==> config.mk <==
export PLATFORM = sky130hd
export DESIGN_NAME = delta_nybble_packet_encoder_top
export DESIGN_NICKNAME = d
export VERILOG_FILES = /design/src/sv/dnpe_pkg.sv /design/src/sv/dnpe_fifo.sv /design/src/sv/dnpe_front.sv /design/src/sv/dnpe_back.sv /design/src/sv/delta_nybble_packet_encoder_top.sv
export SDC_FILE = /design/constraint.sdc
export NUM_CORES = 1
export LEC_CHECK = 0
export BUFFER_PORTS_ARGS = -buffer_cell sky130_fd_sc_hd__buf_2
export CORE_UTILIZATION = 35
export CTS_BUF_LIST = sky130_fd_sc_hd__clkbuf_8
export DETAILED_ROUTE_END_ITERATION = 10
export HOLD_SLACK_MARGIN = 0.03
export MAX_ROUTING_LAYER = met4
export PLACE_DENSITY = 0.58
export SLEW_MARGIN = 25
export SYNTH_ARGS = -nofsm -noshare
export SYNTH_HDL_FRONTEND = slang
export SYNTH_SLANG_ARGS = --single-unit
==> constraint.sdc <==
create_clock -name i_clk -period 7.37 [get_ports i_clk]
set_clock_uncertainty 0.15 [all_clocks]
set_input_delay 1.1055 -clock i_clk [delete_from_list [all_inputs] [get_ports i_clk]]
set_output_delay 1.1055 -clock i_clk [all_outputs]
set_load 0.01 [all_outputs]
==> src/sv/dnpe_pkg.sv <==
package dnpe_pkg;

    // Coding command handed from the front to the back
    typedef struct packed {
        logic        flush;  // emit the open packet before coding
        logic [1:0]  cnt;    // number of nybbles to write, 1 to 3
        logic [11:0] nyb;    // nybbles, first one in the top bits
    } t_cmd;

    // One result item: a packet byte and its place
    typedef struct packed {
        logic [7:0] data;
        logic [4:0] index;
        logic       last;
    } t_res;

    localparam logic [3:0] NYB_ESC       = 4'hF;
    localparam logic [7:0] PAD_BYTE      = 8'hFF;
    localparam logic [7:0] DELTA_POS_MAX = 8'd7;
    localparam logic [7:0] DELTA_NEG_MIN = 8'd249;

    localparam int CQ_DEPTH = 2;
    localparam int OQ_DEPTH = 4;
    localparam int OQ_CW    = 3;

endpackage

==> src/sv/dnpe_fifo.sv <==
module dnpe_fifo import dnpe_pkg::*; #(
    parameter int W     = 8,
    parameter int DEPTH = 4
) (
    input  logic                         i_clk,
    input  logic                         i_rst_n,
    input  logic                         i_push,
    input  logic [W-1:0]                 i_data,
    output logic                         o_full,
    input  logic                         i_pop,
    output logic                         o_empty,
    output logic [W-1:0]                 o_data,
    output logic [$clog2(DEPTH+1)-1:0]   o_count
);

    localparam int AW = $clog2(DEPTH);
    localparam int CW = $clog2(DEPTH+1);

    logic [W-1:0]  r_mem [DEPTH];
    logic [AW-1:0] r_wp;
    logic [AW-1:0] r_rp;
    logic [CW-1:0] r_cnt;
    logic          push_ok;
    logic          pop_ok;

    assign o_full  = (r_cnt == CW'(DEPTH));
    assign o_empty = (r_cnt == '0);
    assign o_data  = r_mem[r_rp];
    assign o_count = r_cnt;
    assign push_ok = i_push && !o_full;
    assign pop_ok  = i_pop && !o_empty;

    // store an incoming item
    always_ff @(posedge i_clk) begin
        if (push_ok) begin
            r_mem[r_wp] <= i_data;
        end
    end

    // advance pointers and fill count
    always_ff @(posedge i_clk) begin
        if (!i_rst_n) begin
            r_wp  <= '0;
            r_rp  <= '0;
            r_cnt <= '0;
        end else begin
            if (push_ok) begin
                r_wp <= r_wp + AW'(1);
            end
            if (pop_ok) begin
                r_rp <= r_rp + AW'(1);
            end
            r_cnt <= r_cnt + CW'(push_ok) - CW'(pop_ok);
        end
    end

endmodule

==> src/sv/dnpe_front.sv <==
module dnpe_front import dnpe_pkg::*; #(
    parameter int PACKET_BYTES = 20
) (
    input  logic       i_clk,
    input  logic       i_rst_n,
    input  logic       i_push,
    input  logic [7:0] i_sample,
    output logic       o_full,
    input  logic       i_q_full,
    output logic       o_q_push,
    output t_cmd       o_cmd
);

    localparam int DN = 2 * (PACKET_BYTES - 1);
    localparam int FW = $clog2(DN + 1);

    logic [FW-1:0] r_fill;
    logic [FW-1:0] n_fill;
    logic [7:0]    r_prev;
    logic [7:0]    delta;
    logic          is_short;
    logic [1:0]    need;
    logic [FW-1:0] room;
    logic          flush;
    logic          raw;
    logic          accept;

    assign o_full   = i_q_full;
    assign accept   = i_push && !i_q_full;
    assign o_q_push = accept;

    // classify the sample against the mirrored packet fill
    always_comb begin
        delta    = i_sample - r_prev;
        is_short = (delta <= DELTA_POS_MAX) || (delta >= DELTA_NEG_MIN);
        need     = is_short ? 2'd1 : 2'd3;
        room     = FW'(DN) - r_fill;
        flush    = FW'(need) > room;
        raw      = flush || (r_fill == '0);

        o_cmd.flush = flush;
        if (raw) begin
            o_cmd.cnt = 2'd2;
            o_cmd.nyb = {i_sample, 4'h0};
        end else if (delta <= DELTA_POS_MAX) begin
            o_cmd.cnt = 2'd1;
            o_cmd.nyb = {delta[3:0], 8'h00};
        end else if (is_short) begin
            o_cmd.cnt = 2'd1;
            o_cmd.nyb = {delta[3:0] - 4'd1, 8'h00};
        end else begin
            o_cmd.cnt = 2'd3;
            o_cmd.nyb = {NYB_ESC, delta};
        end

        n_fill = raw ? FW'(2) : r_fill + FW'(o_cmd.cnt);
    end

    // track fill and previous sample per accepted item
    always_ff @(posedge i_clk) begin
        if (!i_rst_n) begin
            r_fill <= '0;
            r_prev <= '0;
        end else if (accept) begin
            r_fill <= n_fill;
            r_prev <= i_sample;
        end
    end

endmodule

==> src/sv/dnpe_back.sv <==
module dnpe_back import dnpe_pkg::*; #(
    parameter int PACKET_BYTES = 20
) (
    input  logic             i_clk,
    input  logic             i_rst_n,
    input  logic             i_cmd_empty,
    input  t_cmd             i_cmd,
    output logic             o_cmd_pop,
    input  logic [OQ_CW-1:0] i_out_count,
    output logic             o_out_push,
    output t_res             o_out
);

    localparam int DB = PACKET_BYTES - 1;
    localparam int DN = 2 * DB;
    localparam int FW = $clog2(DN + 1);
    localparam int IW = $clog2(PACKET_BYTES);
    localparam int AW = (DB > 1) ? $clog2(DB) : 1;

    localparam logic [1:0] S_IDLE  = 2'd0;
    localparam logic [1:0] S_EMIT  = 2'd1;
    localparam logic [1:0] S_FIN   = 2'd2;
    localparam logic [1:0] S_WRITE = 2'd3;

    logic [1:0]    r_state;
    t_cmd          r_cmd;
    logic [1:0]    r_left;
    logic [FW-1:0] r_fill;
    logic [7:0]    r_seq;
    logic [3:0]    r_part;
    logic [IW-1:0] r_ridx;
    logic [IW-1:0] r_pidx;
    logic          r_rd_vld;
    logic [7:0]    r_rd;
    logic [7:0]    r_mem [DB];

    logic          issue;
    logic          issue_last;
    logic          wr_en;
    logic [3:0]    cur_nyb;
    logic [7:0]    pidx_ext;
    logic [7:0]    fbyte_ext;

    assign o_cmd_pop  = (r_state == S_IDLE) && !i_cmd_empty;
    assign issue      = (r_state == S_EMIT) &&
                        (({1'b0, i_out_count} + (OQ_CW+1)'(r_rd_vld)) <
                         (OQ_CW+1)'(OQ_DEPTH));
    assign issue_last = (r_ridx == IW'(DB));
    assign wr_en      = (r_state == S_WRITE);
    assign cur_nyb    = r_cmd.nyb[11:8];
    assign pidx_ext   = 8'(r_pidx);
    assign fbyte_ext  = 8'(r_fill[FW-1:1]);

    // form the outgoing byte, padding nybbles never written
    always_comb begin
        o_out_push  = r_rd_vld;
        o_out.index = 5'(r_pidx);
        o_out.last  = (r_pidx == IW'(DB));
        if (o_out.last) begin
            o_out.data = r_seq;
        end else if (pidx_ext < fbyte_ext) begin
            o_out.data = r_rd;
        end else if ((pidx_ext == fbyte_ext) && r_fill[0]) begin
            o_out.data = {r_part, NYB_ESC};
        end else begin
            o_out.data = PAD_BYTE;
        end
    end

    // packet store: complete bytes in, registered read out
    always_ff @(posedge i_clk) begin
        if (wr_en && r_fill[0]) begin
            r_mem[r_fill[AW:1]] <= {r_part, cur_nyb};
        end
        if (issue && !issue_last) begin
            r_rd <= r_mem[r_ridx[AW-1:0]];
        end
    end

    // hold the high nybble of the open byte and the command payload
    always_ff @(posedge i_clk) begin
        if (wr_en && !r_fill[0]) begin
            r_part <= cur_nyb;
        end
        if (issue) begin
            r_pidx <= r_ridx;
        end
        if (o_cmd_pop) begin
            r_cmd <= i_cmd;
        end else if (wr_en) begin
            r_cmd.nyb <= {r_cmd.nyb[7:0], 4'h0};
        end
    end

    // sequence commands: emit on flush, then write nybbles
    always_ff @(posedge i_clk) begin
        if (!i_rst_n) begin
            r_state  <= S_IDLE;
            r_left   <= '0;
            r_fill   <= '0;
            r_seq    <= '0;
            r_ridx   <= '0;
            r_rd_vld <= 1'b0;
        end else begin
            r_rd_vld <= issue;
            case (r_state)
                S_IDLE: begin
                    if (o_cmd_pop) begin
                        r_left  <= i_cmd.cnt;
                        r_ridx  <= '0;
                        r_state <= i_cmd.flush ? S_EMIT : S_WRITE;
                    end
                end
                S_EMIT: begin
                    if (issue) begin
                        r_ridx <= r_ridx + IW'(1);
                        if (issue_last) begin
                            r_state <= S_FIN;
                        end
                    end
                end
                S_FIN: begin
                    r_fill  <= '0;
                    r_seq   <= r_seq + 8'd1;
                    r_state <= S_WRITE;
                end
                S_WRITE: begin
                    r_fill <= r_fill + FW'(1);
                    r_left <= r_left - 2'd1;
                    if (r_left == 2'd1) begin
                        r_state <= S_IDLE;
                    end
                end
                default: begin
                    r_state <= S_IDLE;
                end
            endcase
        end
    end

endmodule

==> src/sv/delta_nybble_packet_encoder_top.sv <==
// Delta nybble packet encoder. Push 8-bit samples in; pop packet bytes out,
// PACKET_BYTES per packet, data bytes first and a wrapping sequence number
// last (o_last_byte high). A packet leaves only when a later sample no
// longer fits, and that sample opens the next packet. For each sample the
// back end first takes its command and then writes its nybbles, one nybble
// per cycle, into the packet store. A sample that closes a packet first
// streams the packet out, one byte per cycle while the result queue has
// room, then steps the sequence number. A two-entry command queue lets
// samples be taken while the back end is busy, and a four-entry result
// queue holds bytes not yet popped. No clearing pass is needed after reset.
module delta_nybble_packet_encoder_top import dnpe_pkg::*; #(
    parameter int PACKET_BYTES = 20
) (
    input  logic       i_clk,
    input  logic       i_rst_n,
    input  logic       push,
    output logic       full,
    input  logic [7:0] i_sample,
    output logic       empty,
    input  logic       pop,
    output logic [7:0] o_packet_byte,
    output logic [4:0] o_byte_index,
    output logic       o_last_byte
);

    localparam int CMD_W = $bits(t_cmd);
    localparam int RES_W = $bits(t_res);

    t_cmd             fe_cmd;
    logic             fe_push;
    logic             cq_full;
    logic             cq_empty;
    logic [CMD_W-1:0] cq_rdata;
    t_cmd             be_cmd;
    logic             be_pop;
    logic             be_push;
    t_res             be_res;
    logic [OQ_CW-1:0] oq_count;
    logic [RES_W-1:0] oq_rdata;
    t_res             oq_res;

    assign be_cmd        = cq_rdata;
    assign oq_res        = oq_rdata;
    assign o_packet_byte = oq_res.data;
    assign o_byte_index  = oq_res.index;
    assign o_last_byte   = oq_res.last;

    dnpe_front #(.PACKET_BYTES(PACKET_BYTES)) u_front (
        .i_clk    (i_clk),
        .i_rst_n  (i_rst_n),
        .i_push   (push),
        .i_sample (i_sample),
        .o_full   (full),
        .i_q_full (cq_full),
        .o_q_push (fe_push),
        .o_cmd    (fe_cmd)
    );

    dnpe_fifo #(.W(CMD_W), .DEPTH(CQ_DEPTH)) u_cmd_q (
        .i_clk   (i_clk),
        .i_rst_n (i_rst_n),
        .i_push  (fe_push),
        .i_data  (fe_cmd),
        .o_full  (cq_full),
        .i_pop   (be_pop),
        .o_empty (cq_empty),
        .o_data  (cq_rdata),
        .o_count ()
    );

    dnpe_back #(.PACKET_BYTES(PACKET_BYTES)) u_back (
        .i_clk       (i_clk),
        .i_rst_n     (i_rst_n),
        .i_cmd_empty (cq_empty),
        .i_cmd       (be_cmd),
        .o_cmd_pop   (be_pop),
        .i_out_count (oq_count),
        .o_out_push  (be_push),
        .o_out       (be_res)
    );

    dnpe_fifo #(.W(RES_W), .DEPTH(OQ_DEPTH)) u_out_q (
        .i_clk   (i_clk),
        .i_rst_n (i_rst_n),
        .i_push  (be_push),
        .i_data  (be_res),
        .o_full  (),
        .i_pop   (pop),
        .o_empty (empty),
        .o_data  (oq_rdata),
        .o_count (oq_count)
    );

endmodule

# Yosys cells after proc, flatten, opt, wreduce, memory -nomap -nowiden
# Memory sizes are Yosys's and may differ from the RTL's. A register that Yosys moved wholly into a read port is not among the register bits.
# Cells that the tools add are included.
[totals]
ff_bits = 70
mem_bits_rw = 238
in_bits = 12
out_inout_bits = 16
elab_cells = 117
n_memories = 3
[memory_table]
columns = ["memory", "words", "word_bits", "rd", "rd_clocked_by_memory_dff", "wr", "line_no", "source"]
rows = [
  ["u_back.r_mem", 19, 8, 1, 1, 1, "dnpe_back.sv:35", "logic [7:0] r_mem [DB];"],
  ["u_out_q.r_mem", 4, 14, 1, 1, 1, "dnpe_fifo.sv:19", "logic [W-1:0] r_mem [DEPTH];"],
  ["u_cmd_q.r_mem", 2, 15, 1, 1, 1, "dnpe_fifo.sv:19", ""],
]
[op_classes]
add_sub_neg = 17
order_cmp = 5
eq_ne = 13
mux = 32
reduce_logical = 30
[ops]
columns = ["op", "n"]
rows = [
  ["$mux 14", 3],
  ["$mux 12", 2],
  ["$mux 8", 3],
  ["$mux 2", 9],
  ["$pmux 6 s2", 1],
  ["$logic_and 1x1->1", 11],
  ["$eq 5x5->1 const B", 2],
  ["$mux 5", 2],
  ["$pmux 5 s2", 1],
  ["$add 8x1->8 const B", 1],
  ["$ge 8x8->1 const B", 1],
  ["$le 8x3->1 const B", 1],
  ["$mux 1", 8],
  ["$pmux 2 s4", 1],
  ["$reduce_bool 2->1", 4],
  ["$sub 8x8->8", 1],
  ["$add 6x1->6 const B", 1],
  ["$add 6x2->6", 1],
  ["$eq 2x2->1 const B", 3],
  ["$gt 2x6->1", 1],
  ["$logic_not 1->1", 6],
  ["$logic_not 6->1", 1],
  ["$mux 6", 1],
  ["$sub 6x6->6 const A", 1],
  ["24 further kinds", 31],
]

# Depth between registers and ports, before layout
# Gate-level depths: netlist (run 1).
[logic_depth]
ltp_word = 9
ltp_mapped = 21

# Hierarchy
# A second synthesis (run 1) with hierarchy kept.
[hier_totals]
cells_unflattened = 935
area_unflattened_um2 = 13809.5
[by_module_without_submodules]
columns = ["module", "n_inst", "cells_each", "area_per_inst_um2", "seq_area_each_um2"]
rows = [
  ["dnpe_back", 1, 544, 8471.9, 5915.7],
  ["dnpe_fifo at u_out_q", 1, 124, 2533.7, 1861.8],
  ["dnpe_front", 1, 193, 1431.4, 280.3],
  ["dnpe_fifo at u_cmd_q", 1, 74, 1372.6, 1001.0],
]

# Worst setup path before layout (run 1)
# Ideal clock, no wire load.
[synth_timing]
kind = "input-to-reg"
from = "input i_sample[0]"
to = "register u_front.r_fill[1]"
arrival_time_ns = 4.851
required_time_ns = 7.086
setup_slack_ns = 2.236
stages = 20
path_cell_list = "inv_1 ha_1 inv_1 fa_1 a211oi_2 nor2_1 xnor2_1 a311o_1 nor4_4 or2_1 ha_1 a211oi_1 o21ai_2 o21ai_2 buf_2 buf_2 nor2_1 fa_1 nor3_1 a211oi_1"
[synth_between]
elab_chain_len = 9
word_cells_on_any_way = 12
classes_between = "add/sub (2); order compare (3); mux (5); reduce/logical (2)"
[synth_lines]
columns = ["element", "line_no", "source"]
rows = [
  ["start, declared", "delta_nybble_packet_encoder_top.sv:18", "input logic [7:0] i_sample,"],
  ["$sub 8x8->8 *", "dnpe_front.sv:34", "delta = i_sample - r_prev;"],
  ["$le 8x3->1 / $ge 8x8->1 (equally long branches)", "dnpe_front.sv:35, dnpe_front.sv:45", ""],
  ["$logic_or 1x1->1", "dnpe_front.sv:35", "is_short = (delta <= DELTA_POS_MAX) || (delta >= DELTA_NEG_MIN);"],
  ["$mux 2", "dnpe_front.sv:36", "need = is_short ? 2'd1 : 2'd3;"],
  ["$gt 2x6->1", "dnpe_front.sv:38", "flush = FW'(need) > room;"],
  ["$logic_or 1x1->1", "dnpe_front.sv:39", "raw = flush || (r_fill == '0);"],
  ["$mux 14", "dnpe_front.sv:42", "if (raw) begin"],
  ["$add 6x2->6", "dnpe_front.sv:56", "n_fill = raw ? FW'(2) : r_fill + FW'(o_cmd.cnt);"],
  ["$mux 6 *", "dnpe_front.sv:56", ""],
  ["end signal, assigned", "dnpe_front.sv:65", "r_fill <= n_fill;"],
  ["end, declared", "dnpe_front.sv:17", "logic [FW-1:0] r_fill;"],
]
# Every way passes the cells marked *; elsewhere a longest branch is shown, timed or not.
# A chain may end at the register's enable or synchronous reset.

==> flow_summary.yaml, run 1 <==
run_status:
  status: "completed"
power:
  p_int_mw: 3.36
  p_sw_share_pct: 29.1
  ir_worst_vdd_v: 0.000137
  p_per_area_nw_per_um2: 315
  seqPwrFrac_pct: 52.0
  p_leak_nw: 5.00
  total_power_mw: 4.73
  clkPwrFrac_pct: 30.1
  power_frac_comb_pct: 17.9
  net-switching-power_mw: 1.38
sta:
  slew_violations: 0
  rsz0062_at_grt: "false"
  timing.setup.tns_ps: 0
  max_slew_margin_pct: 39.7
  hold_viol_final: 0
  worstMarginPinSlew_ps: 905
  fin_hold_ws_ps: 305
  fin_crit_ps: 5330
  period_share_pct: 72.3
  finalSetupViolCount: 0
  fmax_mhz: 188
grt:
  grt_usage_pct: 14.2
  grt_overflow: 0
  grt_pass1_wl_um: 41300
  grt_max_degree: 48
  antenna_found_initial: 0
  grt_pass1_vias: 7278
route:
  via_per_inst: 4.83
  drc_errors: 0
  first_iter_violations: 450
  firstDrtPassIters: 4
  num_vias: 7109
  routedWlPerCell_um: 17.6
  routed_wl_um: 25900
  ant_nets: 0
place:
  dp_hpwl_um: 16300
  port_buffers: 27
  globalplace.congestion: 0.812
final_layout:
  final_util_pct: 39.9
  num_antenna_cells: 0
  mostFrequentLayoutCells: "edfxtp_1, nor2_1, nand2_1"
  area_growth_pct: 12.1
  layout.cells.most_common: "edfxtp_1"
  drive_gt1_share_pct: 18.9
  final_nets: 974
logic_synthesis:
  yosysUniqueCellTypes: 59
  synth-main-ff-cell: "edfxtp_1"
  synth-async-reset-ratio_pct: 0
  synth_cells: 870
  ys.warnings.count: 0
  synth_seq_cells: 319
  synth_fp_nets: 922
  netlist_area_um2: 13400
  ys_seq_area_share_pct: 67.6
  synth_edf_count: 267
  postSynthAreaPerCell_um2: 15.4
worst_setup_path:
  path_buf_inv: 4
  critPathLaunch: "i_sample[0]"
  startpoint_type: "input port"
  critPathKind: "in -> reg"
  cp_cell_sequence: "buf_2 > inv_1 > ha_1 > inv_1 > fa_1 > a211oi_2 > nor2_1 > xnor2_1 > a311o_1 > nor4_4 > or2_1 > ha_1 > a211oi_1 > o21ai_2 > o21ai_2 > inv_2 > nand2_1 > fa_1 > nor3_1 > a211oi_1"
  slowest_stage: "o21ai_2"
  arrival_ps: 5630
  slowest_delay_ps: 710
  path_max_fanout: 23
  critPathRequiredTime_ps: 7660
  cp_top_family: "compound AO/OA/AOI/OAI gates"
  r2r_start: "u_front.r_prev[0]"
  end_kind: "register"
floorplanning:
  die_area_um2: 39100
  die_y_um: 198
  start_util_pct: 35.6
  fp.dieW_um: 198
  rows: 71
  io-pin-count: 28
  core_area_um2: 37700
clock_network:
  htree_levels: 2
  cts_buffers: 53
  cts_sinks: 319
  clock_latency_ps: 600
  clk_path_buf_depth: 3
  clkTransAtPathRegs_ps: 60
  cts_tree: "done"
  ctsHoldBuffers: 0
  cts_setup_buffers: 0
  cts-root-buf: "clkbuf_8"
  cts_resized: 0
flow_run:
  drv_cap: 0
worst_hold_path:
  hold_path_class: "reg -> reg"
  worstHoldStart: "u_front.r_prev[6]"
==> synthesized netlist by cell type (5+ instances only) <==
master | number | area [um2]
o21ai_0 | 25 | 125
and2_1 | 7 | 43.8
ha_1 | 37 | 463
xnor2_1 | 15 | 131
dfxtp_1 | 52 | 1040
nand4_1 | 11 | 68.8
nand2b_1 | 10 | 62.6
nor2b_1 | 6 | 37.5
mux2i_1 | 29 | 290
nor3_1 | 6 | 30.0
a21oi_1 | 29 | 145
inv_1 | 34 | 128
a211oi_1 | 7 | 52.6
mux2_2 | 8 | 90.1
xor2_1 | 15 | 131
nand3_1 | 14 | 70.1
nand2_1 | 56 | 210
nor2_1 | 87 | 327
o21a_1 | 7 | 52.6
or3_1 | 5 | 31.3
buf_1 | 5 | 18.8
edfxtp_1 | 267 | 8020
mux4_2 | 54 | 1220
clkbuf_1 | 23 | 86.3
==> layout make-up <==
| cell class | instances | area (um2) |
|---|---|---|
| flip-flops and latches | 319 | 9060 |
| multi-input cells | 480 | 4050 |
| fillers | 3508 | 22600 |
| inverters | 36 | 135 |
| well taps | 511 | 639 |
| clock buffers | 54 | 743 |
| repair buffers | 32 | 173 |
| clock inverters | 41 | 219 |
==> cell families after synthesis <==
group	share of synthesized area [%]
compound gates	4.59
xor+xnor	2.08
fa+ha+maj	3.90
buf+inv	2.21
flops	67.6
mux	11.9
simple gates	7.75
==> layer usage <==
layer / vias to the layer above / GRT usage [%] / part of all wire (%)
li1: 3387 / - / -
met1: 3554 / 18.5 / 46
met2: 128 / 22.8 / 48
met3: 40 / 2.42 / 3.9
met4: 0 / 4.28 / 1.8
met5: - / - / 0
==> metrics by stage <==
| step | std cells | cell area, um2 | setup slack, ps |
|---|---|---|---|
| finish | 1473 | 15000 | 2040 |
| global route | 1473 | 15000 | 1560 |
| CTS | 1473 | 15000 | 2070 |
| detailed placement | 1378 | 14100 | 1460 |
| global placement | 1378 | 14100 | 1550 |
| floorplan | 870 | 13400 | 2240 |
==> sequential cells by signal, summed over array words and instances (netlist names), 6 cells and up, named ones only <==
signal and count:
u_back.r_cmd 8, u_back.r_fill 6, u_back.r_mem 152, u_back.r_rd 8, u_back.r_seq 8, u_cmd_q.r_mem 30
u_front.r_fill 6, u_front.r_prev 8, u_out_q.r_mem 56
==> tightest hold or removal path, cell delays in order, from the launching register on <==
cell and delay (ps):
dfxtp_1 310, nand2_1 50, a21oi_1 50
==> power groups by stage <==
stage	sequential (mW)	combinational, mW	clock [mW]
CTS	2.47	0.868	1.47
finish	2.46	0.848	1.42
floorplan	2.39	0.700	0
global route	2.50	0.967	1.54
global placement	2.50	0.850	0
detailed placement	2.51	0.863	0
==> final timing paths <==
path                            end  slack (ps)  depth (start not counted)
setup / recovery  u_front.r_fill[1]        2040                         20
hold / removal    u_front.r_prev[6]         300                          2
setup reg to reg  u_front.r_fill[1]        2400                         18
hold reg to reg   u_front.r_prev[6]         300                          2
(Power assumes the default switching activity.)
==> run 2: changes to the inputs <==
Settings changed: PLACE_DENSITY 0.58 to 0.59.
Clock period 7.37 ns to 4.3 ns, I/O delays scaled along.
==> run 2 against run 1 <==
Effect of this change: setup slack got worse by 1900 ps; critical endpoint unchanged; cell count grew 2.2%; hold slack worse by 94 ps; utilization grew 0.82 points; largest cell class unchanged.
==> flow_summary.yaml, run 2 (synthesized netlist as in run 1, its figures left out) <==
power:
  p_per_area_nw_per_um2: 534
  ir_worst_vdd_v: 0.000245
  p_leak_nw: 5.17
clock_network:
  clk_path_buf_depth: 3
  cts_tree: "done"
  cts_buffers: 52
  clkTransAtPathRegs_ps: 70
  cts_sinks: 319
  cts-root-buf: "clkbuf_8"
  clock_latency_ps: 580
  htree_levels: 2
place:
  dp_hpwl_um: 16800
  globalplace.congestion: 0.833
  port_buffers: 27
floorplanning:
  fp.dieW_um: 198
  die_area_um2: 39100
  rows: 71
  io-pin-count: 28
  core_area_um2: 37700
  die_y_um: 198
  start_util_pct: 35.6
worst_setup_path:
  end_kind: "register"
  slowest_delay_ps: 540
  critPathRequiredTime_ps: 4620
  slowest_stage: "fa_2"
  cp_top_family: "adder cells"
  path_max_fanout: 3
  path_buf_inv: 3
  startpoint_type: "register"
  cp_cell_sequence: "ha_4 > inv_2 > fa_2 > inv_1 > ha_1 > a311o_1 > nor4_4 > or2_4 > ha_1 > a211oi_2 > o21ai_2 > o21ai_2 > buf_6 > nor2_4 > fa_2 > nor3_1 > a211oi_1"
  critPathKind: "reg -> reg"
  arrival_ps: 4460
sta:
  hold_viol_final: 0
  fin_crit_ps: 4130
  worstMarginPinSlew_ps: 1030
  max_slew_margin_pct: 31.3
  finalSetupViolCount: 0
  fin_hold_ws_ps: 210
  fmax_mhz: 242
  period_share_pct: 96.1
  timing.setup.tns_ps: 0
  slew_violations: 0
final_layout:
  seqCellArea_um2: 9070
  layout.cells.most_common: "edfxtp_1"
  area_growth_pct: 14.4
  top_regs: "u_back.r_mem (152), u_out_q.r_mem (56), u_cmd_q.r_mem (30)"
  num_antenna_cells: 0
  final_util_pct: 40.7
  top_register: "u_back.r_mem"
  multi_input_area_um2: 4090
  largest_register_ffs: 152
  mostFrequentLayoutCells: "edfxtp_1, nor2_1, clkbuf_8"
  drive_gt1_share_pct: 22.4
  final_nets: 1004
  fillers: 3547
route:
  first_iter_violations: 380
  firstDrtPassIters: 4
  ant_nets: 0
  num_vias: 7181
  routed_wl_um: 25600
  drc_errors: 0
  via_per_inst: 4.77
  routedWlPerCell_um: 17.0
grt:
  grt_max_degree: 39
  grt_overflow: 0
  antenna_found_initial: 0
  grt_usage_pct: 13.8
  grt_pass1_vias: 7224
  grt_pass1_wl_um: 39800
flow_run:
  drv_cap: 0
run_status:
  status: "completed"
worst_hold_path:
  hold_path_class: "in -> reg"
[run 2: cell types whose count changed in the layout (fill, tap and decap cells not counted), moves of 2 or more]
cell,change
buf_4,+30
clkbuf_8,+5
clkinv_2,-3
fa_1,-2
fa_2,+2
[run 2: metrics by stage]
stage | std cells | setup WS (ps) | power [mW] | area, um2
3_5_place_dp | 1407 | -366 | 5.85 | 14300
6_report | 1505 | 166 | 8.19 | 15300
4_1_cts | 1503 | 55.0 | 8.31 | 15300
3_3_place_gp | 1407 | -276 | 5.81 | 14300
5_1_grt | 1505 | -43.4 | 8.67 | 15300
2_1_floorplan | 870 | -312 | 5.31 | 13500
[run 2: metal layers]
metal	vias to the layer above	track usage [%]	routed length, um
met4	0	4.42	538
met3	47	2.66	1010
met5	-	-	0
li1	3444	-	-
met2	125	21.8	12400
met1	3565	17.9	11700
[run 2: power breakdown]
group	internal, mW	leakage (nW)	switching [mW]
Sequential	3.88	2.84	0.358
Combinational	0.717	1.76	0.812
Clock	1.26	0.572	1.17
[run 2: tightest hold or removal path: stages]
cell and delay [ps]:
buf_2 120, nand2_1 60, a21oi_1 50
[run 2: cell type report]
cell class,instances,share of cell area [%]
Inverter,36,0.963
Timing Repair Buffer,63,2.67
Tap cell,511,4.17
Sequential cell,319,59.1
Multi-Input combinational cell,480,26.7
Clock inverter,37,1.11
Clock buffer,59,5.30
[run 2: final timing paths]
| path | to | depth (start not counted) | start | slack, ps |
|---|---|---|---|---|
| max | u_front.r_fill[1] | 17 | u_front.r_prev[0] | 170 |
| min | u_front.r_prev[3] | 3 | i_sample[3] | 210 |
| max reg2reg | u_front.r_fill[1] | 17 | u_front.r_prev[0] | 170 |
| min reg2reg | u_front.r_prev[4] | 2 | u_front.r_prev[4] | 310 |
[run 2: timing repair]
item | in CTS | in global routing
hold buffers | 0 | 0
gates resized for setup | 0 | 5
endpoints found under the setup margin | 0 | 5
setup buffers | 0 | 2
==> run 3: changes to the inputs <==
--- a/config.mk
+++ b/config.mk
@@ -13,4 +13,3 @@
 export MAX_ROUTING_LAYER = met4
-export PLACE_DENSITY = 0.59
-export SLEW_MARGIN = 25
+export SLEW_MARGIN = 20
 export SYNTH_ARGS = -nofsm -noshare
==> constraint.sdc (replaced) <==
create_clock -name i_clk -period 4.3 [get_ports i_clk]
set_clock_uncertainty 0.15 [all_clocks]
set_input_delay 0.43 -clock i_clk [delete_from_list [all_inputs] [get_ports i_clk]]
set_output_delay 0.43 -clock i_clk [all_outputs]
set_load 0.01 [all_outputs]
==> run 3 against run 2 <==
Effect of this change: setup slack better by 65 ps; cell count shrank 0.27%; maximum frequency is 1.6% higher; utilization about the same; sequential share of layout area decreased by 0.087 points; global-route usage increased by 0.33 points; sequential power about the same; total power is 1.1% higher; hold slack worse by 36 ps; non-clock buffer count down 5.
==> flow_summary.yaml, run 3 (synthesized netlist as in run 1, its figures left out) <==
power:
  p_per_area_nw_per_um2: 539
  seqPwrFrac_pct: 51.0
  p_leak_nw: 5.16
  p_int_mw: 5.92
  clkPwrFrac_pct: 30.6
  ir_worst_vdd_v: 0.000245
  p_sw_share_pct: 28.6
  net-switching-power_mw: 2.37
  power_frac_comb_pct: 18.4
floorplanning:
  start_util_pct: 35.6
  fp.dieW_um: 198
  die_area_um2: 39100
  core_area_um2: 37700
  io-pin-count: 28
  die_y_um: 198
  rows: 71
sta:
  rsz0062_at_grt: "false"
  hold_viol_final: 0
  worstMarginPinSlew_ps: 1010
  period_share_pct: 94.6
  fmax_mhz: 246
  fin_hold_ws_ps: 175
  fin_crit_ps: 4070
  timing.setup.tns_ps: 0
  finalSetupViolCount: 0
  slew_violations: 0
  max_slew_margin_pct: 32.7
worst_setup_path:
  r2r_start: "u_front.r_prev[0]"
  critPathKind: "in -> reg"
  cp_cell_sequence: "dlygate4sd3_1 > buf_2 > ha_1 > a211oi_2 > nor2_1 > xnor2_1 > a311o_1 > nor4_4 > or2_1 > ha_1 > a211oi_2 > o21ai_2 > o21ai_2 > buf_4 > nor2_4 > fa_2 > nor3_1 > a211oi_1"
  startpoint_type: "input port"
  end_kind: "register"
  slowest_stage: "dlygate4sd3_1"
  arrival_ps: 4420
  critPathRequiredTime_ps: 4650
  critPathLaunch: "i_sample[2]"
  path_max_fanout: 5
  slowest_delay_ps: 540
  path_buf_inv: 3
  cp_top_family: "compound AO/OA/AOI/OAI gates"
run_status:
  status: "completed"
grt:
  grt_usage_pct: 14.1
  grt_pass1_wl_um: 40900
  grt_overflow: 0
  antenna_found_initial: 0
  grt_max_degree: 40
  grt_pass1_vias: 7406
place:
  placed_cells: 1395
  dp_hpwl_um: 16600
  port_buffers: 27
  placed_cell_area_um2: 14200
  globalplace.congestion: 0.836
clock_network:
  htree_levels: 2
  cts-root-buf: "clkbuf_8"
  clk_path_buf_depth: 3
  cts_tree: "done"
  clkTransAtPathRegs_ps: 60
  clock_latency_ps: 600
  cts_sinks: 319
  cts_buffers: 52
route:
  routedWlPerCell_um: 17.1
  first_iter_violations: 400
  via_per_inst: 4.80
  num_vias: 7205
  drc_errors: 0
  ant_nets: 0
  firstDrtPassIters: 6
  routed_wl_um: 25700
final_layout:
  drive_gt1_share_pct: 20.7
  layout.cells.most_common: "edfxtp_1"
  area_growth_pct: 14.5
  finalInstanceArea_um2: 15300
  final_cells: 1501
  top_regs: "u_back.r_mem (152), u_out_q.r_mem (56), u_cmd_q.r_mem (30)"
  final_nets: 999
  num_antenna_cells: 0
  final_util_pct: 40.7
  top_register: "u_back.r_mem"
  largest_register_ffs: 152
  mostFrequentLayoutCells: "edfxtp_1, nor2_1, nand2_1"
flow_run:
  drv_cap: 0
worst_hold_path:
  hold_path_class: "in -> reg"
  worstHoldStart: "i_sample[0]"
## run 3: cell types whose count changed in the layout (fill, tap and decap cells not counted), sizes merged
cell         previous run  this run
bufinv                  0         3
buf                    63        50
clkinv                 17        18
inv                    55        58
dlygate4sd3             0         8
clkbuf                 59        53
## run 3: timing repair
action,CTS,global route
hold buffers,8,0
setup buffers,0,1
setup endpoints to repair,0,5
resized for setup,0,2
endpoints found under the hold margin,12,0
## run 3: path summary, 6_finish.rpt
path | to | slack (ps) | cells after the start
worst max register to register | u_front.r_fill[1] | 270 | 17
worst min register to register | u_front.r_prev[6] | 300 | 2
worst max-delay path | u_front.r_fill[1] | 230 | 18
worst min-delay path | u_front.r_prev[0] | 170 | 4
## run 3: per-stage QoR
stage	setup slack [ps]	power, mW
finish	230	8.28
global route	19.7	8.74
CTS	109	8.40
detailed placement	-107	5.83
global placement	-36.8	5.79
floorplan	-96.9	5.31
## run 3: power groups by stage
stage          logic (mW)  clock network [mW]  registers, mW
6_report             1.52                2.54           4.22
5_1_grt              1.71                2.75           4.28
4_1_cts              1.54                2.62           4.24
3_5_place_dp         1.53                   0           4.30
3_3_place_gp         1.51                   0           4.28
2_1_floorplan        1.22                   0           4.09
## run 3: routing by layer
metal	global-route usage [%]	part of all wire [%]	up-vias
li1	-	-	3438
met3	2.59	4.5	53
met4	4.34	2.4	0
met1	17.6	44	3570
met5	-	0	-
met2	23.4	49	144
## run 3: cell type report
type                            instances  area [um2]
Sequential cell                       319        9060
Inverter                               36         148
Timing Repair Buffer                   58         400
Fill cell                            3516       22300
Clock inverter                         44         284
Tap cell                              511         639
Multi-Input combinational cell        480        4090
Clock buffer                           53         729
## run 3: worst min-delay path, cell delays in order
cell	delay [ps]
buf_2	150
buf_4	150
nand2_1	70
a21oi_1	60
